===== config.mk =====
export PLATFORM = sky130hd
export DESIGN_NAME = stg_fifo
export DESIGN_NICKNAME = d
export VERILOG_FILES = /design/src/rtl/core/stg_fifo.sv
export SDC_FILE = /design/constraint.sdc
export NUM_CORES = 1
export LEC_CHECK = 0
export BUFFER_PORTS_ARGS = -buffer_cell sky130_fd_sc_hd__buf_2
export CORE_ASPECT_RATIO = 2
export CORE_MARGIN = 8
export CORE_UTILIZATION = 30
export CTS_CLUSTER_DIAMETER = 200
export DETAILED_ROUTE_END_ITERATION = 6
export GPL_TIMING_DRIVEN = 0
export PLACE_DENSITY_LB_ADDON = 0.25
export SETUP_SLACK_MARGIN = 0.4
export SKIP_CTS_REPAIR_TIMING = 1
export SLEW_MARGIN = 10
export SYNTH_ARGS = -nofsm -noshare
export SYNTH_HDL_FRONTEND = slang
export SYNTH_SLANG_ARGS = --single-unit
export TNS_END_PERCENT = 10

===== constraint.sdc =====
create_clock -name clk -period 2.93 [get_ports clk]
set_input_delay 0.879 -clock clk [delete_from_list [all_inputs] [get_ports clk]]
set_output_delay 0.879 -clock clk [all_outputs]
set_load 0.01 [all_outputs]

===== src/rtl/core/stg_fifo.sv =====
module stg_fifo #(
  parameter int WIDTH = 17,
  parameter int AW    = 2
) (
  input  logic             clk,
  input  logic             rst_n,
  input  logic             push,
  input  logic [WIDTH-1:0] wdata,
  output logic             full,
  input  logic             pop,
  output logic [WIDTH-1:0] rdata,
  output logic             empty
);

  logic [WIDTH-1:0] store_r [2**AW];
  logic [AW-1:0]    wr_ptr_r, wr_ptr_nxt;
  logic [AW-1:0]    rd_ptr_r, rd_ptr_nxt;
  logic [AW:0]      cnt_r, cnt_nxt;
  logic             do_push, do_pop;

  assign full    = cnt_r[AW];
  assign empty   = (cnt_r == '0);
  assign rdata   = store_r[rd_ptr_r];
  assign do_push = push & ~full;
  assign do_pop  = pop & ~empty;

  always_comb begin
    wr_ptr_nxt = do_push ? wr_ptr_r + 1'b1 : wr_ptr_r;
    rd_ptr_nxt = do_pop ? rd_ptr_r + 1'b1 : rd_ptr_r;
    cnt_nxt    = cnt_r;
    if (do_push && !do_pop) begin
      cnt_nxt = cnt_r + 1'b1;
    end else if (do_pop && !do_push) begin
      cnt_nxt = cnt_r - 1'b1;
    end
  end

  always_ff @(posedge clk) begin
    if (!rst_n) begin
      wr_ptr_r <= '0;
      rd_ptr_r <= '0;
      cnt_r    <= '0;
    end else begin
      wr_ptr_r <= wr_ptr_nxt;
      rd_ptr_r <= rd_ptr_nxt;
      cnt_r    <= cnt_nxt;
    end
  end

  always_ff @(posedge clk) begin
    if (do_push) begin
      store_r[wr_ptr_r] <= wdata;
    end
  end

endmodule


# Yosys cells after proc, flatten, opt, wreduce, memory -nomap -nowiden
# Memory sizes are Yosys's and may differ from the RTL's. A register that Yosys moved wholly into a read port is not among the register bits.
# Cells that the tools add are included.
# word_totals
register_bits	7
ramBits	68
input_bits	21
output_inout_bits	19
mem_count	1
# memory_table
memory	words	width	read_ports	rd_ports_with_merged_regs	write_ports	line_no	rtl
store_r	4	17	1	1	1	15	logic [WIDTH-1:0] store_r [2**AW];
# op_classes
n_addsub	4
n_mux	6
bitwise	4
reduce_logical	6
# op_table
operator	n
$mux 3	2
$add 2x1->2 const B	2
$mux 2	2
$add 3x1->3 const B	1
$logic_not 3->1	1
$sub 3x1->3 const B	1
$and 1x1->1	2
$logic_and 1x1->1	2
$logic_not 1->1	2
$mux 1	2
$not 1->1	2
$reduce_bool 2->1	1

# Longest topological paths before layout
# depth
ltp_word	6
mapped_depth	8
mapped_depth_nobuf	7

# Worst setup path before layout
# Ideal clock, no wire load.
# synth_path
kind	in2reg
start	input push
end	register cnt_r[2]
setup_ps	76
arrival_time_ps	2302
path_slack_ps	552
cell_stages	8
n_path_buf	1
cell_sequence	nor2b_1 -> buf_2 -> ha_1 -> inv_1 -> fa_1 -> xor2_1 -> or3_1 -> a21boi_0
# synth_via
elab_chain_len	4
elab_cells_between_ends	6
classes_between	mux: 1; bitwise: 1; reduce/logical: 4
# synth_lines
item	line_no	rtl
start: declaration	7	input logic push,
$and 1x1->1 (*)	24	assign do_push = push & ~full;
named net do_push	19	logic do_push, do_pop;
$logic_not 1->1	33	end else if (do_pop && !do_push) begin
$logic_and 1x1->1	33	
$reduce_bool 2->1 (no line)	--	
end signal: assignment	46	cnt_r <= cnt_nxt;
end: declaration	18	logic [AW:0] cnt_r, cnt_nxt;
# Mark *: on every way through the listed nets, which the timed path passes. The rest lies on a longest branch.
# A chain may end at the register's enable or synchronous reset.

==> summary.txt <==
Run status
  • Status: complete, no violations

Critical path
  • Worst path top cell family by delay: multiplexers
  • Crit Path Category: reg -> out
  • Crit end category: output port
  • Reg2reg setup slack: 900 ps
  • CP max-delay cell: mux4_2
  • CP startpoint kind: flop
  • CP required: 2050 ps
  • Peak per-stage delay on the critical path: 480 ps
  • Buffers & Inverters on Critical Path: 3
  • Crit-path cells: buf_8 > clkbuf_16 > mux4_2 > buf_2
  • Worst Path Max Fanout: 5
  • Worst Path Arrival: 1610 ps

STA
  • Final Max Slew Viols: 0
  • Max_slew headroom: 0.346
  • Fin crit share: 0.849
  • Total negative slack: 0 ps
  • FMAX: 402 MHz
  • Final worst path period need: 2490 ps
  • Final setup fails: 0
  • Fin Clk Skew: 5.12 ps
  • Final Hold Fails: 0
  • Unrepaired setup endpoints after global routing: yes
  • Worst slew pin tran: 982 ps
  • Fin worst setup slack: 443 ps

Layout
  • Number of inserted diodes: 0
  • FILL cells: 930
  • Nets: 212
  • Area grow syn2layout: 25.2%
  • Multi-input logic area: 692 um2
  • FF/Latch Area: 2220 um2
  • Layout cells sized above 1: 0.392

Clock tree
  • CTS tree: built
  • Longest Clk Path Bufs: 2
  • Total CTS buffers: 9
  • Sink Count: 77
  • H-tree level count: 3
  • Clk root buf: clkbuf_16
  • Clk Latency, worst-skew pair: 320 ps
  • CTS clk-pin slew, worst paths: 60 ps

Global route
  • Grt total ovfl: 0
  • Largest net degree at the start of global routing: 18
  • Initial antenna violation count: 1
  • First-pass GRT wire length: 8.29 mm
  • Gr usage total: 0.0834
  • Vias in the first global route: 1600

Power and ir drop
  • Comb pwr share: 0.238
  • Final Power: 3.48 mW
  • Int Power: 2.62 mW
  • Lkg Pwr: 1.30 nW
  • Pwr per Cell Area: 937 nW/um2
  • Part of the power in registers: 0.407
  • Sw Pwr: 864 uW
  • Clock power frac: 0.355
  • Worst VDD drop: 366 uV
  • Sw Ratio: 0.248

Detailed routing
  • Drt total wl: 5.30 mm
  • Pre-antenna DRT Iters: 4
  • Avg WL per Cell: 16.5 um
  • DR vias/cell: 4.34
  • ANT nets after route: 0
  • DRC viols: 0
  • Vias: 1394
  • Initial DRC Count: 143

Yosys
  • Sequential share of the synthesized area: 0.748
  • Post-Syn Instances: 133
  • YS warnings: 0
  • Synth cell types: 21
  • Post-synth net total: 160
  • Netlist Area Pre-Place: 2970 um2
  • Average size of a mapped cell: 22.3 um2
  • #FFs+latches synth: 77

Placed design
  • Place WS: 316 ps
  • Routability cong.: 0.636
  • DP HPWL: 3.45 mm
  • IO Port Bufs: 39

Floorplan
  • Initial Utilization: 0.306
  • Row cnt: 51
  • Die ar.: 13500 um2
  • DIE WIDTH: 86.4 um
  • IO Pins: 40
  • Die height: 157 um
  • CORE AREA: 9700 um2

Min path
  • Worst Hold Class: reg -> reg

Job
  • # Max-Cap Violations: 0
path summary, 6_finish.rpt:
path / start / end / cells after the start
max: flop / rdata[8] / 4
min: wr_ptr_r[1] / wr_ptr_r[1] / 2
max reg2reg: cnt_r[2] / cnt_r[2] / 8
min reg2reg: wr_ptr_r[1] / wr_ptr_r[1] / 2
cell type report:
cell class	instances	share of cell area
sequential	77	0.598
clock buffer	9	0.0605
clock inverter	6	0.0303
tap	132	0.0444
multi-input combinational	48	0.186
timing repair buffer	41	0.0639
buffer	5	0.0141
inverter	3	0.00303
layer usage:
| layer | track usage | up-vias | wire length [um] |
|---|---|---|---|
| met1 | 0.0870 | 698 | 2030 |
| li1 | - | 649 | - |
| met3 | 0.0305 | 8 | 291 |
| met4 | 0.0471 | 2 | 97 |
| met5 | 0 | - | 13 |
| met2 | 0.140 | 37 | 2870 |
tightest hold or removal path: cells and delay by family, from the launching register on:
| kind | cells | cell delay [ps] |
|---|---|---|
| and+or+nand+nor | 1 | 60 |
| DFF | 1 | 330 |
| muxes | 1 | 130 |
synth_stat cells:
cell type	instances	area (um2)
edfxtp_1	68	2040
mux4_2	10	225
and2_1	9	56.3
dfxtp_1	9	180
mux4_1	7	184
ha_1	5	62.6
xnor2_1	4	35.0
buf_2	3	15.0
inv_1	3	11.3
nor2b_1	3	18.8
mux2i_1	2	20.0
a21boi_0	1	7.51
buf_12	1	20.0
buf_6	1	11.3
fa_1	1	20.0
nor3_1	1	5.00
o21ai_0	1	5.00
o311ai_2	1	16.3
o31ai_4	1	21.3
or3_1	1	6.26
xor2_1	1	8.76
power groups by stage:
| stage | clock [mW] | combinational [mW] | sequential [mW] |
|---|---|---|---|
| after floorplan | 0 | 0.535 | 1.42 |
| after global placement | 0 | 0.788 | 1.43 |
| after detailed placement | 0 | 0.791 | 1.44 |
| after CTS | 1.26 | 0.792 | 1.41 |
| after global routing | 1.31 | 0.912 | 1.44 |
| final | 1.24 | 0.830 | 1.42 |
state kept, by name, summed over array words and instances (netlist names), named ones only:
signal    flops
cnt_r         3
rd_ptr_r      2
store_r      68
wr_ptr_r      2
cell usage in the layout, fill, tap and decap left out, drive strengths merged, types with 3 or more instances in the layout:
cell type  count
bufinv         3
inv            3
xnor2          4
and2           9
clkinv         3
ha             5
clkbuf        10
mux4          17
nor2b          3
edfxtp        68
dfxtp          9
buf           45
kinds of logic after synthesis:
family / after synthesis / share of synthesized area
buffers and inverters: 8 / 0.0194
AND/OR/NAND/NOR: 14 / 0.0291
AO/OA/AOI/OAI: 4 / 0.0168
multiplexers: 19 / 0.144
adder cells (fa/ha/maj): 6 / 0.0278
XOR/XNOR: 5 / 0.0147
flip-flops: 77 / 0.748
metrics by stage:
step	cell area [um2]	util	cells	hold WS [ps]
after detailed placement	3330	0.344	304	559
after CTS	3670	0.378	319	569
after floorplan	2970	-	133	528
after global routing	3720	0.384	321	619
final	3720	0.384	321	561
after global placement	3330	0.344	304	557
Power figures use the tool's default switching activity.
