<file path="src/rtl/core/stg_pkg.sv">
package stg_pkg;

  localparam int PH_W  = 16;
  localparam int FC_W  = 24;
  localparam int CFG_W = 24;
  localparam int SMP_W = 16;
  localparam int QW    = 31;
  localparam int FB    = 30;
  localparam int NPOLY = 5;

  localparam int TONE_RESET = 440;
  localparam logic [SMP_W-1:0] MAG_MAX = 16'd32767;

  localparam logic [63:0] QONE  = 64'd1 << FB;
  localparam logic [63:0] DEC10 = 64'd10000000000;

  localparam logic [QW-1:0] C1  = QW'((64'd15707963268 * QONE) / DEC10);
  localparam logic [QW-1:0] C3  = QW'((64'd6459640975 * QONE) / DEC10);
  localparam logic [QW-1:0] C5  = QW'((64'd796926262 * QONE) / DEC10);
  localparam logic [QW-1:0] C7  = QW'((64'd46817541 * QONE) / DEC10);
  localparam logic [QW-1:0] C9  = QW'((64'd1604411 * QONE) / DEC10);
  localparam logic [QW-1:0] C11 = QW'((64'd35988 * QONE) / DEC10);

  localparam logic [QW-1:0] POLY_COEF [NPOLY] = '{C9, C7, C5, C3, C1};

  typedef enum logic [0:0] {
    REG_TONE_FREQ = 1'b0,
    REG_RUN_LEN   = 1'b1
  } cfg_reg_t;

  typedef struct packed {
    logic [PH_W-1:0] phase;
    logic            last;
  } mid_item_t;

  typedef struct packed {
    logic signed [SMP_W-1:0] sample;
    logic                    last;
  } out_item_t;

  function automatic logic [QW-1:0] qmul(input logic [QW-1:0] a, input logic [QW-1:0] b);
    logic [2*QW-1:0] p;
    p = a * b;
    return p[QW+FB-1:FB];
  endfunction

endpackage

</file>
<file path="src/rtl/core/stg_front.sv">
module stg_front #(
  parameter int SAMPLE_RATE_HZ = 44100,
  parameter int INDEX_BITS     = 24
) (
  input  logic                      clk,
  input  logic                      rst_n,
  input  logic                      cfg_we,
  input  logic [0:0]                cfg_index,
  input  logic [stg_pkg::CFG_W-1:0] cfg_wdata,
  input  logic                      push,
  input  logic                      in_restart,
  output logic                      full,
  input  logic                      q_full,
  output logic                      q_push,
  output stg_pkg::mid_item_t        q_item
);

  localparam int PHW = stg_pkg::PH_W;
  localparam int PW1 = PHW + 1;
  localparam int FCW = stg_pkg::FC_W;
  localparam int LW  = (INDEX_BITS > FCW) ? INDEX_BITS : FCW;
  localparam logic [PW1-1:0] SR         = PW1'(SAMPLE_RATE_HZ);
  localparam logic [PHW-1:0] STEP_RESET = PHW'(stg_pkg::TONE_RESET % SAMPLE_RATE_HZ);

  logic [PHW-1:0]        step_r, step_nxt;
  logic                  red_r, red_nxt;
  logic [FCW-1:0]        fcnt_r, fcnt_nxt;
  logic [PHW-1:0]        phase_r, phase_nxt;
  logic [INDEX_BITS-1:0] idx_r, idx_nxt;

  logic                  acc, emit;
  logic [LW-1:0]         fc_ext;
  logic [INDEX_BITS-1:0] limit, idx_base, idx_inc;
  logic [PHW-1:0]        ph_base;
  logic [PW1-1:0]        ph_sum, ph_wrap;

  assign full     = q_full | red_r;
  assign acc      = push & ~full;
  assign fc_ext   = LW'(fcnt_r);
  assign limit    = fc_ext[INDEX_BITS-1:0];
  assign idx_base = in_restart ? '0 : idx_r;
  assign ph_base  = in_restart ? '0 : phase_r;
  assign idx_inc  = idx_base + 1'b1;
  assign emit     = acc & (idx_base < limit);
  assign ph_sum   = {1'b0, ph_base} + {1'b0, step_r};
  assign ph_wrap  = (ph_sum >= SR) ? ph_sum - SR : ph_sum;

  assign q_push       = emit;
  assign q_item.phase = ph_base;
  assign q_item.last  = (idx_inc == limit);

  // tone step is reduced modulo the sample rate by repeated subtraction
  always_comb begin
    step_nxt = step_r;
    red_nxt  = red_r;
    fcnt_nxt = fcnt_r;
    if (cfg_we) begin
      unique case (stg_pkg::cfg_reg_t'(cfg_index))
        stg_pkg::REG_TONE_FREQ: begin
          step_nxt = cfg_wdata[PHW-1:0];
          red_nxt  = 1'b1;
        end
        stg_pkg::REG_RUN_LEN: begin
          fcnt_nxt = cfg_wdata[FCW-1:0];
        end
        default: ;
      endcase
    end else if (red_r) begin
      if ({1'b0, step_r} >= SR) begin
        step_nxt = PHW'({1'b0, step_r} - SR);
      end else begin
        red_nxt = 1'b0;
      end
    end
  end

  always_comb begin
    phase_nxt = phase_r;
    idx_nxt   = idx_r;
    if (acc) begin
      phase_nxt = emit ? ph_wrap[PHW-1:0] : ph_base;
      idx_nxt   = emit ? idx_inc : idx_base;
    end
  end

  always_ff @(posedge clk) begin
    if (!rst_n) begin
      step_r  <= STEP_RESET;
      red_r   <= 1'b0;
      fcnt_r  <= '0;
      phase_r <= '0;
      idx_r   <= '0;
    end else begin
      step_r  <= step_nxt;
      red_r   <= red_nxt;
      fcnt_r  <= fcnt_nxt;
      phase_r <= phase_nxt;
      idx_r   <= idx_nxt;
    end
  end

endmodule

</file>
<file path="config.mk">
export PLATFORM = sky130hd
export DESIGN_NAME = stg_front
export DESIGN_NICKNAME = d
export VERILOG_FILES = /design/src/rtl/core/stg_pkg.sv /design/src/rtl/core/stg_front.sv
export SDC_FILE = /design/constraint.sdc
export NUM_CORES = 1
export LEC_CHECK = 0
export BUFFER_PORTS_ARGS = -buffer_cell sky130_fd_sc_hd__buf_2
export CORE_UTILIZATION = 60
export CTS_CLUSTER_SIZE = 12
export DETAILED_ROUTE_END_ITERATION = 16
export PLACE_DENSITY = 0.89
export SYNTH_ARGS = -nofsm -noshare
export SYNTH_HDL_FRONTEND = slang
export SYNTH_SLANG_ARGS = --single-unit
</file>
<file path="constraint.sdc">
create_clock -name clk -period 8.8 [get_ports clk]
set_input_delay 1.32 -clock clk [delete_from_list [all_inputs] [get_ports clk]]
set_output_delay 1.32 -clock clk [all_outputs]
set_load 0.01 [all_outputs]
</file>
**After elaboration in Yosys (flattened, before gate mapping)**

Index checks and enable logic that the tools add are counted.

- Register bits after elaboration: 81
- Bits of input ports: 31
- Output and inout port bits: 19
- Logic and storage cells: 35

- $add $sub $neg: 4
- $lt $le $gt $ge: 3
- Equality and inequality tests: 2
- Multiplexer cells: 13
- Bitwise gates (word level): 4
- Reduce and logical (&&, ||, !) cells: 4

Operator list:

| operator | number |
|---|---|
| $mux W16 | 7 |
| $mux W24 | 2 |
| $sub A16 B16 Y16 const B | 2 |
| $add A24 B1 Y24 const B | 1 |
| $eq A24 B24 Y1 | 1 |
| $lt A24 B24 Y1 | 1 |
| $add A16 B16 Y17 | 1 |
| $ge A17 B16 Y1 const B | 1 |
| $ge A16 B16 Y1 const B | 1 |
| $mux W1 | 4 |
| $reduce_bool A2 Y1 | 2 |
| $reduce_and A3 Y1 | 1 |
| $and A1 B1 Y1 | 2 |
| $ne A2 B2 Y1 const B | 1 |
| $reduce_and A2 Y1 | 1 |
| $not A1 Y1 | 1 |
| $or A1 B1 Y1 | 1 |

**Longest topological paths before layout**

- Depth after elaboration: 5
- Gate-level depth with buffers: 18
- Gate-level depth less buffers: 13

**Worst setup path after synthesis**

OpenSTA, ideal clock, no wires.

- Path kind: input to output
- Start point: in in_restart
- End point: out q_item[0] in the netlist's numbering
- Data arrival time: 4.428 ns
- Data required time: 7.480 ns
- Path slack: 3.052 ns
- Stages: 16
- Path buffers: 5
- Cells stage by stage: clkbuf_1 > clkbuf_1 > clkbuf_1 > clkbuf_1 > nand2b_1 > inv_1 > ha_1 > clkbuf_1 > xor2_1 > xnor2_1 > or4_1 > a21oi_1 > nand4_1 > nor4_1 > nand4_1 > nor3_1

RTL lines:

| element | line | RTL |
|---|---|---|
| from (decl) | stg_front.sv:11 | `input logic in_restart,` |
| to (decl) | stg_front.sv:15 | `output stg_pkg::mid_item_t q_item` |

**Worst setup path after layout**

- Start point: in in_restart
- End point: out q_push

- Cells in the longest elaborated chain, start to end: 3

Ends and longest elaborated chain:

| element | line | RTL |
|---|---|---|
| $mux W24 | stg_front.sv:41 | `assign idx_base = in_restart ? '0 : idx_r;` |
| $lt A24 B24 Y1 | stg_front.sv:44 | `assign emit = acc & (idx_base < limit);` |
| $and A1 B1 Y1 | stg_front.sv:44 |  |
| to (decl) | stg_front.sv:14 | `output logic q_push,` |

No other way between the ends.

==> summary.md <==
| Metric | Value |
|---|---|
| Outcome | `finished clean` |
| Sequential Power Share | `0.433` |
| Post-CTS Setup Inserts | `0` |
| Hold bufs inserted after CTS | `0` |
| Switching Fraction | `0.317` |
| Worst-Margin Slew | `0.966 ns` |
| Gpl congestion | `0.970` |
| Global Route Usage Sum | `0.313` |
| Seq cells post-synth | `81` |
| IO Count | `50` |
| DR WL/cell | `16.7 um` |
| Gates resized, CTS repair | `0` |
| Die ar. | `0.0113 mm^2` |
| P per Cell Area | `131 mW/mm^2` |
| P_int | `0.624 mW` |
| Hold crit path type | `register to register` |
| Multiplexer share of the synthesized area | `0.0110` |
| Largest fanout on the critical path | `40` |
| Unrepaired setup endpoints after global routing | `no` |
| CTS sink count | `81` |
| Post-Layout Cell Count | `1030` |
| Placed wire-length estimate | `12500 um` |
| Grt ovf | `0` |
| Clock root cell | `clkbuf_8` |
| Clk_lat worst skew | `0.37 ns` |
| Worst setup SP type | `primary input` |
| Post-Synth XOR/XNOR Area | `0.0777` |
| Maximum clock path buffer count | `2` |
| Core area | `0.0104 mm^2` |
| Syn avg cell area | `7.47 um^2` |
| Top_reg_cell synth | `dfxtp_1` |
| Final instance area | `0.00695 mm^2` |
| Layout area overhead | `6.91%` |
| Pwr Total | `0.914 mW` |
| WHS | `0.443 ns` |
| Setup TNS | `0 ns` |
| Psw | `0.289 mW` |
| Clk_skew | `0.0111 ns` |
| Area contributors post-synth | `dfxtp_1 (25%), ha_1 (8.7%), a21oi_1 (6.6%)` |
| Leakage | `2.81 nW` |
| Initial Util | `0.625` |
| Number of synthesized flops with an enable pin | `0` |
| Clock-pin slew on the worst setup and hold paths | `0.08 ns` |
| Register area share after synthesis | `0.249` |
| Post-route DRC violation count | `0` |
| Asr flop ratio synth | `0` |
| Filler cell count | `905` |
| DR vias/cell | `6.23` |
| Placed Area | `0.00673 mm^2` |
| Via count | `6421` |
| H-tree Lvls | `3` |
| Final WS setup | `2.28 ns` |
| Post-synthesis compound-gate area fraction | `0.228` |
| First-pass GRT wire length | `28100 um` |
| Row Count | `37` |
| Share of cells above drive strength 1 | `0.106` |
| F_max | `153 MHz` |
| Nets | `966` |
| Hold Violations, Final | `0` |
| Number of max-slew violations in the final report | `0` |
| WP data required | `7.48 ns` |
| Largest net degree at the start of global routing | `53` |
| Setup Viol. Count Final | `0` |
| CTS tree | `done` |
| Post-synth top area cell | `dfxtp_1` |
| Fin util | `0.668` |
| Mapped Area | `0.00650 mm^2` |
| Commonest cells post-synth | `nand2_1 (108), a21oi_1 (86), dfxtp_1 (81), nor2_1 (76), ha_1 (45)` |
| Synth Instances | `871` |
| # placed instances | `1014` |
| Slew margin rel. | `0.354` |
| Post-Syn Nets | `948` |
| Main combinational cell family by area after synthesis | `simple AND/OR/NAND/NOR gates` |
| Synth top area share | `0.249` |
| Die Height | `106 um` |
| WS Path Type | `primary input to primary output` |
| Post-synthesis adder-cell area fraction | `0.0896` |
| MaxCap Viol Count | `0` |
| First DRT Iteration DRCs | `503` |
| Min cycle time layout | `6.52 ns` |
| Critical path arrival | `5.20 ns` |
| Synth cell types | `87` |
| Number of global-route vias before repair | `5823` |
| Routed wire length | `17200 um` |
| PortBufs | `49` |
| CTS Buf Count | `9` |
| Setup Slack @ Placement | `2.43 ns` |
| Most common cell in the synthesized netlist | `nand2_1` |
| Post-Synth Simple-Gate Area | `0.287` |
| CP Capture Type | `primary output` |
| Tcrit/Tclk final | `0.741` |
| Peak VDD IR | `0.106 mV` |
| Diodes inserted | `0` |
| Synth warnings | `0` |
| Initial antenna violation count | `0` |
| Routed Antenna Nets | `0` |
| Comb power frac | `0.221` |
| DIE WIDTH | `106 um` |
| Clock power share | `0.346` |
| First-pass DRT Iterations | `5` |
==> worst paths after layout <==
check | startpoint | to | slack, ns | cells after the start
hold / removal | phase_r[13] | phase_r[13] | 0.44 | 2
hold reg to reg | phase_r[13] | phase_r[13] | 0.44 | 2
setup / recovery | in_restart | q_push | 2.28 | 13
setup reg to reg | idx_r[11] | idx_r[4] | 4.84 | 12
==> routing by layer <==
layer  GRT usage  wire, um
met3      0.0570      1510
met2       0.492      7620
met4       0.113       504
met5           0         0
met1       0.428      7530
==> final cells by class <==
class                   count  area (um^2)  area share
clock buffers              10          138      0.0198
clock inverters             6         90.1      0.0130
inverters                  45          169      0.0243
multi-input cells         701         4510       0.648
flip-flops and latches     81         1620       0.233
well taps                 136          170      0.0245
repair buffers             51          260      0.0374
==> state kept, by name (all words and copies together), names as in the netlist <==
signal   cells
idx_r       24
red_r        1
phase_r     16
step_r      16
fc_ext      24
==> layout by cell type (no fill, tap or decap), types with 10 or more instances in the layout <==
cell / n
xor2_1: 11
ha_1: 45
a21oi_1: 86
nand2_1: 108
nor2_1: 76
dfxtp_1: 81
a211oi_1: 12
clkbuf_8: 10
inv_1: 44
and2_1: 10
nand3_1: 38
o21ai_0: 32
nand4_1: 11
xnor2_1: 43
nor3_1: 21
nand2b_1: 11
buf_2: 49
nor2b_1: 36
==> power groups by stage <==
stage	Sequential [mW]	Clock [mW]	Combinational, mW
floorplan	0.398	0	0.156
global placement	0.403	0	0.194
detailed placement	0.403	0	0.196
CTS	0.395	0.318	0.198
global route	0.397	0.333	0.221
finish	0.396	0.317	0.202
==> kinds of logic after synthesis <==
logic type               count (synthesis)
XOR/XNOR                                56
flip-flops                              81
adder cells (fa/ha/maj)                 46
AO/OA/AOI/OAI                          224
multiplexers                             7
AND/OR/NAND/NOR                        368
buffers and inverters                   89
==> worst max-delay path, cell delays in order <==
cell and delay [ns]:
buf_2 0.40, buf_4 0.47, nand2b_1 0.30, inv_1 0.08, ha_1 0.29, a211oi_1 0.22
o21ai_0 0.12, o211ai_1 0.10, a21oi_1 0.09, a21oi_1 0.17, nand2_1 0.56, inv_1 0.80
buf_2 0.25
(Power assumes the default switching activity.)
